File: src/rtl/srsi_pkg.sv
// Shared types and constants for the sorted range set insert block.
`default_nettype none

package srsi_pkg;

    localparam int START_W = 32;
    localparam int END_W   = 32;
    localparam int TAG_W   = 20;
    localparam int SLOT_W  = 10;
    localparam int COUNT_W = 11;

    // Input tdata width: start, end, tag, padded to whole bytes
    localparam int IN_FIELDS_W = START_W + END_W + TAG_W;
    localparam int IN_DATA_W   = ((IN_FIELDS_W + 7) / 8) * 8;
    // Output tdata width: slot, entry count, padded to whole bytes
    localparam int OUT_FIELDS_W = SLOT_W + COUNT_W;
    localparam int OUT_DATA_W   = ((OUT_FIELDS_W + 7) / 8) * 8;

    typedef enum logic
    {
        OP_INSERT = 1'b0,
        OP_CLEAR  = 1'b1
    } op_t;

    typedef enum logic [2:0]
    {
        ST_APPEND = 3'd0,
        ST_INSERT = 3'd1,
        ST_DUP    = 3'd2,
        ST_FULL   = 3'd3,
        ST_CLEAR  = 3'd4
    } status_t;

    // Finished result handed from the controller to the output register
    typedef struct packed
    {
        logic                 valid;
        status_t              status;
        logic [SLOT_W-1:0]    slot;
        logic [COUNT_W-1:0]   count;
    } res_t;

endpackage

`default_nettype wire

File: src/rtl/srsi_ctrl.sv
// Insert sequencer: tail check, binary search, shift-up and placement.
`default_nettype none

module srsi_ctrl #(
    parameter int TABLE_DEPTH = 1024,
    parameter int TAG_BITS    = 20,
    parameter int IDX_W       = $clog2(TABLE_DEPTH),
    parameter int CNT_W       = $clog2(TABLE_DEPTH + 1),
    parameter int MEM_W       = srsi_pkg::START_W + srsi_pkg::END_W + TAG_BITS
) (
    input  wire logic                          clk,
    input  wire logic                          rst_n,
    input  wire logic                          in_valid,
    output logic                               in_ready,
    input  wire srsi_pkg::op_t                 in_op,
    input  wire logic [srsi_pkg::START_W-1:0]  in_start,
    input  wire logic [srsi_pkg::END_W-1:0]    in_end,
    input  wire logic [srsi_pkg::TAG_W-1:0]    in_tag,
    output srsi_pkg::res_t                     res,
    input  wire logic                          res_ack,
    output logic                               mem_wr_en,
    output logic [IDX_W-1:0]                   mem_wr_addr,
    output logic [MEM_W-1:0]                   mem_wr_data,
    output logic                               mem_rd_en,
    output logic [IDX_W-1:0]                   mem_rd_addr,
    input  wire logic [MEM_W-1:0]              mem_rd_data
);

    import srsi_pkg::*;

    typedef enum logic [3:0]
    {
        S_IDLE,
        S_LAST,
        S_PROBE,
        S_MID,
        S_CHK1,
        S_CHK2A,
        S_CHK2B,
        S_SHIFT_START,
        S_SHIFT,
        S_PLACE,
        S_DONE
    } state_t;

    state_t               state_reg, state_next;
    logic [START_W-1:0]   key_reg, key_next;
    logic [END_W-1:0]     end_reg, end_next;
    logic [TAG_BITS-1:0]  tag_reg, tag_next;
    logic [IDX_W-1:0]     lo_reg, lo_next;
    logic [IDX_W-1:0]     hi_reg, hi_next;
    logic [IDX_W-1:0]     ptr_reg, ptr_next;
    logic [IDX_W-1:0]     slot_reg, slot_next;
    logic                 lt_lo_reg, lt_lo_next;
    status_t              status_reg, status_next;
    logic [CNT_W-1:0]     count_reg, count_next;

    logic [START_W-1:0]   rd_start;
    logic [END_W-1:0]     rd_end;
    logic [IDX_W-1:0]     span;
    logic [IDX_W-1:0]     mid;
    logic [IDX_W-1:0]     last_idx;
    logic                 key_eq;
    logic                 key_lt;

    assign rd_start = mem_rd_data[START_W-1:0];
    assign rd_end   = mem_rd_data[START_W +: END_W];
    assign span     = hi_reg - lo_reg;
    assign mid      = lo_reg + (span >> 1);
    assign last_idx = IDX_W'(count_reg - CNT_W'(1));
    assign key_eq   = (key_reg == rd_start);
    assign key_lt   = (key_reg < rd_start);

    always_comb
    begin
        state_next  = state_reg;
        key_next    = key_reg;
        end_next    = end_reg;
        tag_next    = tag_reg;
        lo_next     = lo_reg;
        hi_next     = hi_reg;
        ptr_next    = ptr_reg;
        slot_next   = slot_reg;
        lt_lo_next  = lt_lo_reg;
        status_next = status_reg;
        count_next  = count_reg;

        in_ready    = 1'b0;
        mem_rd_en   = 1'b0;
        mem_rd_addr = ptr_reg;
        mem_wr_en   = 1'b0;
        mem_wr_addr = slot_reg;
        mem_wr_data = {tag_reg, end_reg, key_reg};

        case (state_reg)
            S_IDLE:
            begin
                in_ready = 1'b1;
                if (in_valid)
                begin
                    key_next = in_start;
                    end_next = in_end;
                    tag_next = TAG_BITS'(in_tag);
                    if (in_op == OP_CLEAR)
                    begin
                        count_next  = '0;
                        slot_next   = '0;
                        status_next = ST_CLEAR;
                        state_next  = S_DONE;
                    end
                    else if (count_reg == CNT_W'(TABLE_DEPTH))
                    begin
                        slot_next   = '0;
                        status_next = ST_FULL;
                        state_next  = S_DONE;
                    end
                    else if (count_reg == '0)
                    begin
                        slot_next   = '0;
                        status_next = ST_APPEND;
                        state_next  = S_PLACE;
                    end
                    else
                    begin
                        // fetch the tail entry to test for a plain append
                        mem_rd_en   = 1'b1;
                        mem_rd_addr = last_idx;
                        state_next  = S_LAST;
                    end
                end
            end

            S_LAST:
            begin
                if (key_reg >= rd_end)
                begin
                    slot_next   = IDX_W'(count_reg);
                    status_next = ST_APPEND;
                    state_next  = S_PLACE;
                end
                else
                begin
                    lo_next     = '0;
                    hi_next     = last_idx;
                    status_next = ST_INSERT;
                    state_next  = S_PROBE;
                end
            end

            S_PROBE:
            begin
                mem_rd_en = 1'b1;
                if (span == '0)
                begin
                    mem_rd_addr = lo_reg;
                    state_next  = S_CHK1;
                end
                else if (span == IDX_W'(1))
                begin
                    mem_rd_addr = lo_reg;
                    state_next  = S_CHK2A;
                end
                else
                begin
                    mem_rd_addr = mid;
                    ptr_next    = mid;
                    state_next  = S_MID;
                end
            end

            S_MID:
            begin
                if (key_eq)
                begin
                    slot_next   = ptr_reg;
                    status_next = ST_DUP;
                    state_next  = S_DONE;
                end
                else
                begin
                    if (key_lt)
                    begin
                        hi_next = ptr_reg;
                    end
                    else
                    begin
                        lo_next = ptr_reg;
                    end
                    state_next = S_PROBE;
                end
            end

            S_CHK1:
            begin
                if (key_eq)
                begin
                    slot_next   = lo_reg;
                    status_next = ST_DUP;
                    state_next  = S_DONE;
                end
                else
                begin
                    slot_next  = key_lt ? lo_reg : lo_reg + IDX_W'(1);
                    state_next = S_SHIFT_START;
                end
            end

            S_CHK2A:
            begin
                if (key_eq)
                begin
                    slot_next   = lo_reg;
                    status_next = ST_DUP;
                    state_next  = S_DONE;
                end
                else
                begin
                    lt_lo_next  = key_lt;
                    mem_rd_en   = 1'b1;
                    mem_rd_addr = hi_reg;
                    state_next  = S_CHK2B;
                end
            end

            S_CHK2B:
            begin
                if (key_eq)
                begin
                    slot_next   = hi_reg;
                    status_next = ST_DUP;
                    state_next  = S_DONE;
                end
                else
                begin
                    if (lt_lo_reg)
                    begin
                        slot_next = lo_reg;
                    end
                    else if (key_lt)
                    begin
                        slot_next = hi_reg;
                    end
                    else
                    begin
                        slot_next = hi_reg + IDX_W'(1);
                    end
                    state_next = S_SHIFT_START;
                end
            end

            S_SHIFT_START:
            begin
                if (slot_reg == IDX_W'(count_reg))
                begin
                    state_next = S_PLACE;
                end
                else
                begin
                    // move entries up from the tail down to the slot
                    mem_rd_en   = 1'b1;
                    mem_rd_addr = last_idx;
                    ptr_next    = last_idx;
                    state_next  = S_SHIFT;
                end
            end

            S_SHIFT:
            begin
                mem_wr_en   = 1'b1;
                mem_wr_addr = ptr_reg + IDX_W'(1);
                mem_wr_data = mem_rd_data;
                if (ptr_reg == slot_reg)
                begin
                    state_next = S_PLACE;
                end
                else
                begin
                    mem_rd_en   = 1'b1;
                    mem_rd_addr = ptr_reg - IDX_W'(1);
                    ptr_next    = ptr_reg - IDX_W'(1);
                end
            end

            S_PLACE:
            begin
                mem_wr_en  = 1'b1;
                count_next = count_reg + CNT_W'(1);
                state_next = S_DONE;
            end

            S_DONE:
            begin
                if (res_ack)
                begin
                    state_next = S_IDLE;
                end
            end

            default:
            begin
                state_next = S_IDLE;
            end
        endcase
    end

    always_ff @(posedge clk or negedge rst_n)
    begin
        if (!rst_n)
        begin
            state_reg <= S_IDLE;
            count_reg <= '0;
        end
        else
        begin
            state_reg <= state_next;
            count_reg <= count_next;
        end
    end

    always_ff @(posedge clk)
    begin
        key_reg    <= key_next;
        end_reg    <= end_next;
        tag_reg    <= tag_next;
        lo_reg     <= lo_next;
        hi_reg     <= hi_next;
        ptr_reg    <= ptr_next;
        slot_reg   <= slot_next;
        lt_lo_reg  <= lt_lo_next;
        status_reg <= status_next;
    end

    assign res.valid  = (state_reg == S_DONE);
    assign res.status = status_reg;
    assign res.slot   = SLOT_W'(slot_reg);
    assign res.count  = COUNT_W'(count_reg);

endmodule

`default_nettype wire

File: config.mk
export PLATFORM = sky130hd
export DESIGN_NAME = srsi_ctrl
export DESIGN_NICKNAME = d
export VERILOG_FILES = /design/src/rtl/srsi_pkg.sv /design/src/rtl/srsi_ctrl.sv
export SDC_FILE = /design/constraint.sdc
export NUM_CORES = 1
export LEC_CHECK = 0
export BUFFER_PORTS_ARGS = -buffer_cell sky130_fd_sc_hd__buf_2
export CORE_MARGIN = 3
export CORE_UTILIZATION = 54
export DETAILED_ROUTE_END_ITERATION = 6
export PLACE_DENSITY = 0.82
export SYNTH_ARGS = -nofsm -noshare
export SYNTH_HDL_FRONTEND = slang
export SYNTH_SLANG_ARGS = --single-unit
File: constraint.sdc
create_clock -name clk -period 6.2 [get_ports clk]
set_input_delay 1.24 -clock clk [delete_from_list [all_inputs] [get_ports clk]]
set_output_delay 1.24 -clock clk [all_outputs]
set_load 0.01 [all_outputs]
### Word level (Yosys, flattened, before mapping)

Cells that the tools add are included.

| word-level totals | value |
|---|---|
| flip-flop bits (word level) | 143 |
| bits in latches | 0 |
| memory bits (writable) | 0 |
| bits in read-only memories | 0 |
| output and inout bits | 132 |
| memories | 0 |

| operators by class | value |
|---|---|
| add/sub/neg operators | 8 |
| multipliers | 0 |
| div/mod/pow operators | 0 |
| order comparisons | 2 |
| equal/unequal tests | 30 |
| shifts and indexed selects | 0 |
| mux-type cells | 70 |
| bitwise logic cells | 1 |
| reductions and logical operators | 20 |

Operators by type and width:

| kind | number |
|---|---|
| $mux W10 | 30 |
| $mux W84 | 1 |
| $pmux W10 S6 | 1 |
| $pmux W10 S5 | 1 |
| $mux W4 | 10 |
| $pmux W10 S2 | 2 |
| $pmux W4 S10 | 1 |
| $eq A32 B32 Y1 | 1 |
| $ge A32 B32 Y1 | 1 |
| $lt A32 B32 Y1 | 1 |
| $add A10 B1 Y10 const B | 3 |
| $pmux W10 S3 | 1 |
| $ne A2 B2 Y1 const B | 12 |
| $mux W11 | 2 |
| $pmux W11 S2 | 1 |
| $mux W3 | 7 |
| $eq A10 B10 Y1 | 2 |
| $sub A10 B1 Y10 const B | 2 |
| $eq A4 B3 Y1 const B | 4 |
| $eq A4 B4 Y1 const B | 3 |
| $reduce_and A4 Y1 | 3 |
| $add A11 B1 Y11 const B | 1 |
| $eq A11 B11 Y1 const B | 1 |
| $logic_not A11 Y1 | 1 |
| other kinds (21) | 39 |

### Logic depth before layout (Yosys ltp)

| depth | value |
|---|---|
| depth in word-level cells | 6 |
| depth in mapped cells | 16 |

### Worst setup path before layout

Ideal clock, no wire load.

| path | value |
|---|---|
| path type | input port to flip-flop |
| from | input port in_valid |
| to | register slot_reg[0] (enable) |
| library setup time | 0.395 ns |
| arrival time | 4.627 ns |
| data required time | 5.805 ns |
| setup slack | 1.177 ns |
| cell stages on the path | 3 |
| buffers on the path | 0 |
| cell sequence | and2_1 o21ai_0 a221oi_1 |

| between the ends | value |
|---|---|
| longest elaborated chain between the ends | 2 |

Ends and longest elaborated chain:

| element | line | source |
|---|---|---|
| from (decl) | srsi_ctrl.sv:13 | `input wire logic in_valid,` |
| $ne A2 B2 Y1 (no line) | - |  |
| $reduce_and A6 Y1 (no line) | - |  |
| to (signal assigned) | srsi_ctrl.sv:328 | `slot_reg <= slot_next;` |
| to (decl) | srsi_ctrl.sv:53 | `logic [IDX_W-1:0] slot_reg, slot_next;` |

Every way passes these cells.
A chain may end at the register's enable or synchronous reset.

### Worst setup path in the final report

| path | value |
|---|---|
| from | register lo_reg[1] |
| to | output port mem_rd_addr[8] |

| between the ends | value |
|---|---|
| longest elaborated chain between the ends | 5 |
| elaborated cells on any way between the ends | 7 |
| those cells by class | 2 x add/sub; 1 x eq/ne; 3 x mux; 1 x reduce/logical |

Ends and longest elaborated chain:

| element | line | source |
|---|---|---|
| from (decl) | srsi_ctrl.sv:50 | `logic [IDX_W-1:0] lo_reg, lo_next;` |
| from (signal assigned) | srsi_ctrl.sv:325 | `lo_reg <= lo_next;` |
| $sub A10 B10 Y10 | srsi_ctrl.sv:68 | `assign span = hi_reg - lo_reg;` |
| $add A10 B9 Y10 or $eq A10 B1 Y1 (tied branches) | srsi_ctrl.sv:69, srsi_ctrl.sv:158 |  |
| $mux W10 | srsi_ctrl.sv:158 | `else if (span == IDX_W'(1))` |
| $mux W10 * | srsi_ctrl.sv:153 | `if (span == '0)` |
| $pmux W10 S5 * | srsi_ctrl.sv:95 | `case (state_reg)` |
| to (decl) | srsi_ctrl.sv:25 | `output logic [IDX_W-1:0] mem_rd_addr,` |

Mark *: on every way between the ends. The rest lies on a longest branch, timed or not.

==> results.md <==
* Number of buffers created by CTS at 17
* Worst r2r dst: ptr_reg[6]
* Routed Antenna Nets at 0
* Die area at 0.0221 mm²
* Most frequent cells in the layout: buf_2 (304), nand2_1 (210), edfxtp_1 (128)
* Ys Warns at 0
* Leakage at 6.21 nW
* WL/cell at 20.9 µm
* Antenna violations before repair at 1
* Placed cell count at roughly 1800
* Sequential element share of the synthesized area at 38.4%
* Initial DRC count at 1356
* Fillers at 1623
* Worst-Margin Slew at around 1.1 ns
* H-tree depth at 4
* Peak Freq at around 180 MHz
* Post-synth top area cell: edfxtp_1
* Min-Delay Endpoint: count_reg[10]
* Primary FF master, synth: edfxtp_1
* Top-Level Pins at between 300 and 400
* Setup ws final at 0.668 ns
* Final hold violations at 0
* Slowest CP cell: edfxtp_1
* Final WL at 38100 µm
* Post-Syn Area at 0.0110 mm²
* HPWL Detailed at around 29000 µm
* CP cell instances: inv_1 > ha_1 > nor2b_1 > o2111ai_2 > a31oi_2 > xor2_1 > ha_1 > nor2_1 > nor2b_1 > and2_1 > a221o_1 > xor2_1 > nand2_1 > a21oi_1 > o22a_1 > buf_2
* Root Driver: clkbuf_16
* Placer Congestion at between 1 and 1.5
* Post-synthesis cell type count at 71
* GRT overflow at 0
* CTS Buffer Depth at 2
* Dpl ws at 0.976 ns
* Period utilization at 89.2%
* Rows at a little over 50
* Async S/R FF share, synth at around a tenth
* Hold Path Origin: count_reg[10]
* Power per cell area at between 400 and 500 mW/mm²
* Status: completed
* Max_slew headroom at 25.9%
* CP arrival at approximately 4.3 ns
* Critical path fanouts, max at 7
* Floorplan die height at between 100 and 150 µm
* Syn_area_per_cell at 8.52 µm²
* Worst Path Buf+Inv at 2
* Initial core utilization at roughly 56%
* Final-stage net count at 1810
* Max-slew violations at 0
* Residual DRC count at 0
* Minimum clock period at 5.53 ns
* Setup violations, final at 0
* Finished Layout Cells at 1826
* Worst setup path category: register to primary output
* Vias/cell at 6.12
* CTS tree: done
* Min-Delay Path Depth at 2
* Post-cts resize count at 0
* # hold bufs at CTS at 0
* Peak VDD IR at a little under 300 µV
* Total global-route track usage at between 30% and 40%
* Worst Path Required at 4.96 ns
* Clk_lat worst skew at 0.44 ns
* Core area at 0.0197 mm²
* Setup TNS at 0 ns
* Area share of the largest cell type after synthesis at 35.0%
* PortBufs at 304
* Delay-heaviest family, CP: compound AO/OA/AOI/OAI gates
* Worst hold-check path type: register to register
* Endpoint class of the critical path: primary output
* Clock sinks at 143
* Synth Instances at 1289
* First-pass GRT wire length at 57800 µm
* Layout area overhead at 20.8%
* Worst r2r path cells at 12
* Area of the multi-input gates at 0.00613 mm²
* Register-to-register setup slack at 2.42 ns
* Maxcap violations at 0
* Number of synthesized flops with an enable pin at 128
* Ratio of cells with drive above 1 in the final layout at 23.5%
* RSZ-0062 raised after global routing: no
* Syn nets at 1552
* Largest cells by area after synthesis: edfxtp_1 (35%), ha_1 (10%), nand2_1 (7.2%)
* Crit start category: register
* Beginning of the worst register-to-register path: hi_reg[0]
* DRT Pass-1 Iters at 6
* DIE WIDTH at 149 µm
* Register area at 0.00422 mm²
* Most common cell after layout, fill and taps aside: buf_2
* # Post-CTS Setup Buffers at 0
* Routed via count at ~11000
* Synth Register Bits at 143
* CP peak stage delay at ~0.54 ns
* Vias in the first global route at between 10000 and 15000
* Worst-path clk slew at roughly 0.07 ns
* Pin count of the biggest net entering global routing at 85
* Clock skew at ~0.016 ns
-- per-layer routing --
layer / vias to the layer above / share of wire [%] / track usage (%)
met1: 5161 / 39 / 45.3
met2: 747 / 45 / 53.4
met5: - / 0.029 / 0
met3: 139 / 12 / 7.13
li1: 5126 / - / -
met4: 2 / 4.4 / 13.5
-- area by class of cell --
class / instances / share of cell area (%)
inverter: 94 / 2.66
clock inverter: 15 / 1.59
sequential: 143 / 31.8
antenna: 1 / 0.0189
timing repair buffer: 313 / 12.0
multi-input combinational: 978 / 46.2
clock buffer: 17 / 3.21
tap: 265 / 2.50
-- synthesized netlist by cell type, types with 18 or more instances --
cell type  count
nand2_1      210
edfxtp_1     128
o21ai_0      119
inv_1         93
nor2_1        93
ha_1          88
a21oi_1       78
clkbuf_1      63
xnor2_1       36
a21o_1        34
nand3_1       33
nor3_1        29
xor2_1        28
nand4_1       20
and3_1        18
-- worst max path at each step --
stage	end	depth (start not counted)	from	slack, ns
2_1_floorplan	slot_reg[0]	3	in_valid	1.18
3_3_place_gp	mem_rd_addr[9]	13	mem_rd_data[30]	1.07
3_5_place_dp	mem_rd_addr[9]	13	mem_rd_data[31]	0.98
4_1_cts	mem_rd_addr[8]	16	lo_reg[1]	0.73
5_1_grt	mem_rd_addr[8]	16	lo_reg[1]	0.41
6_report	mem_rd_addr[8]	16	lo_reg[1]	0.67
-- worst register-to-register path, delay by kind of cell (launching register included) --
family / cells / cell delay (ns)
buffers and inverters: 2 / 0.16
AOI/OAI and AO/OA: 2 / 0.33
xor gates and xnor gates: 1 / 0.18
and+or+nand+nor: 5 / 1.62
adders and majority gates: 2 / 0.60
DFF: 1 / 0.51
-- per-stage QoR --
stage | hold slack, ns | area [µm²] | power [mW] | utilization [%]
6_report | 0.644 | 13300 | 6.32 | 67.3
5_1_grt | 0.700 | 13300 | 6.70 | 67.3
4_1_cts | 0.640 | 13300 | 6.25 | 67.3
3_5_place_dp | 0.621 | 12600 | 5.17 | 64.0
3_3_place_gp | 0.605 | 12600 | 5.11 | 64.0
2_1_floorplan | 0.596 | 11000 | 3.91 | -
-- where the power goes --
part | leakage (nW) | internal, mW | switching (mW)
logic | 4.51 | 1.29 | 2.11
clock network | 0.305 | 0.556 | 0.516
registers | 1.39 | 1.40 | 0.447
-- logic make-up after synthesis --
logic type	after synthesis	share of synthesized area, %
xor gates and xnor gates	64	5.10
DFF	143	38.4
adders and majority gates	90	10.4
and+or+nand+nor	475	20.0
AOI/OAI and AO/OA	336	19.0
muxes	13	1.21
buffers and inverters	168	5.92
(Power assumes the default switching activity.)
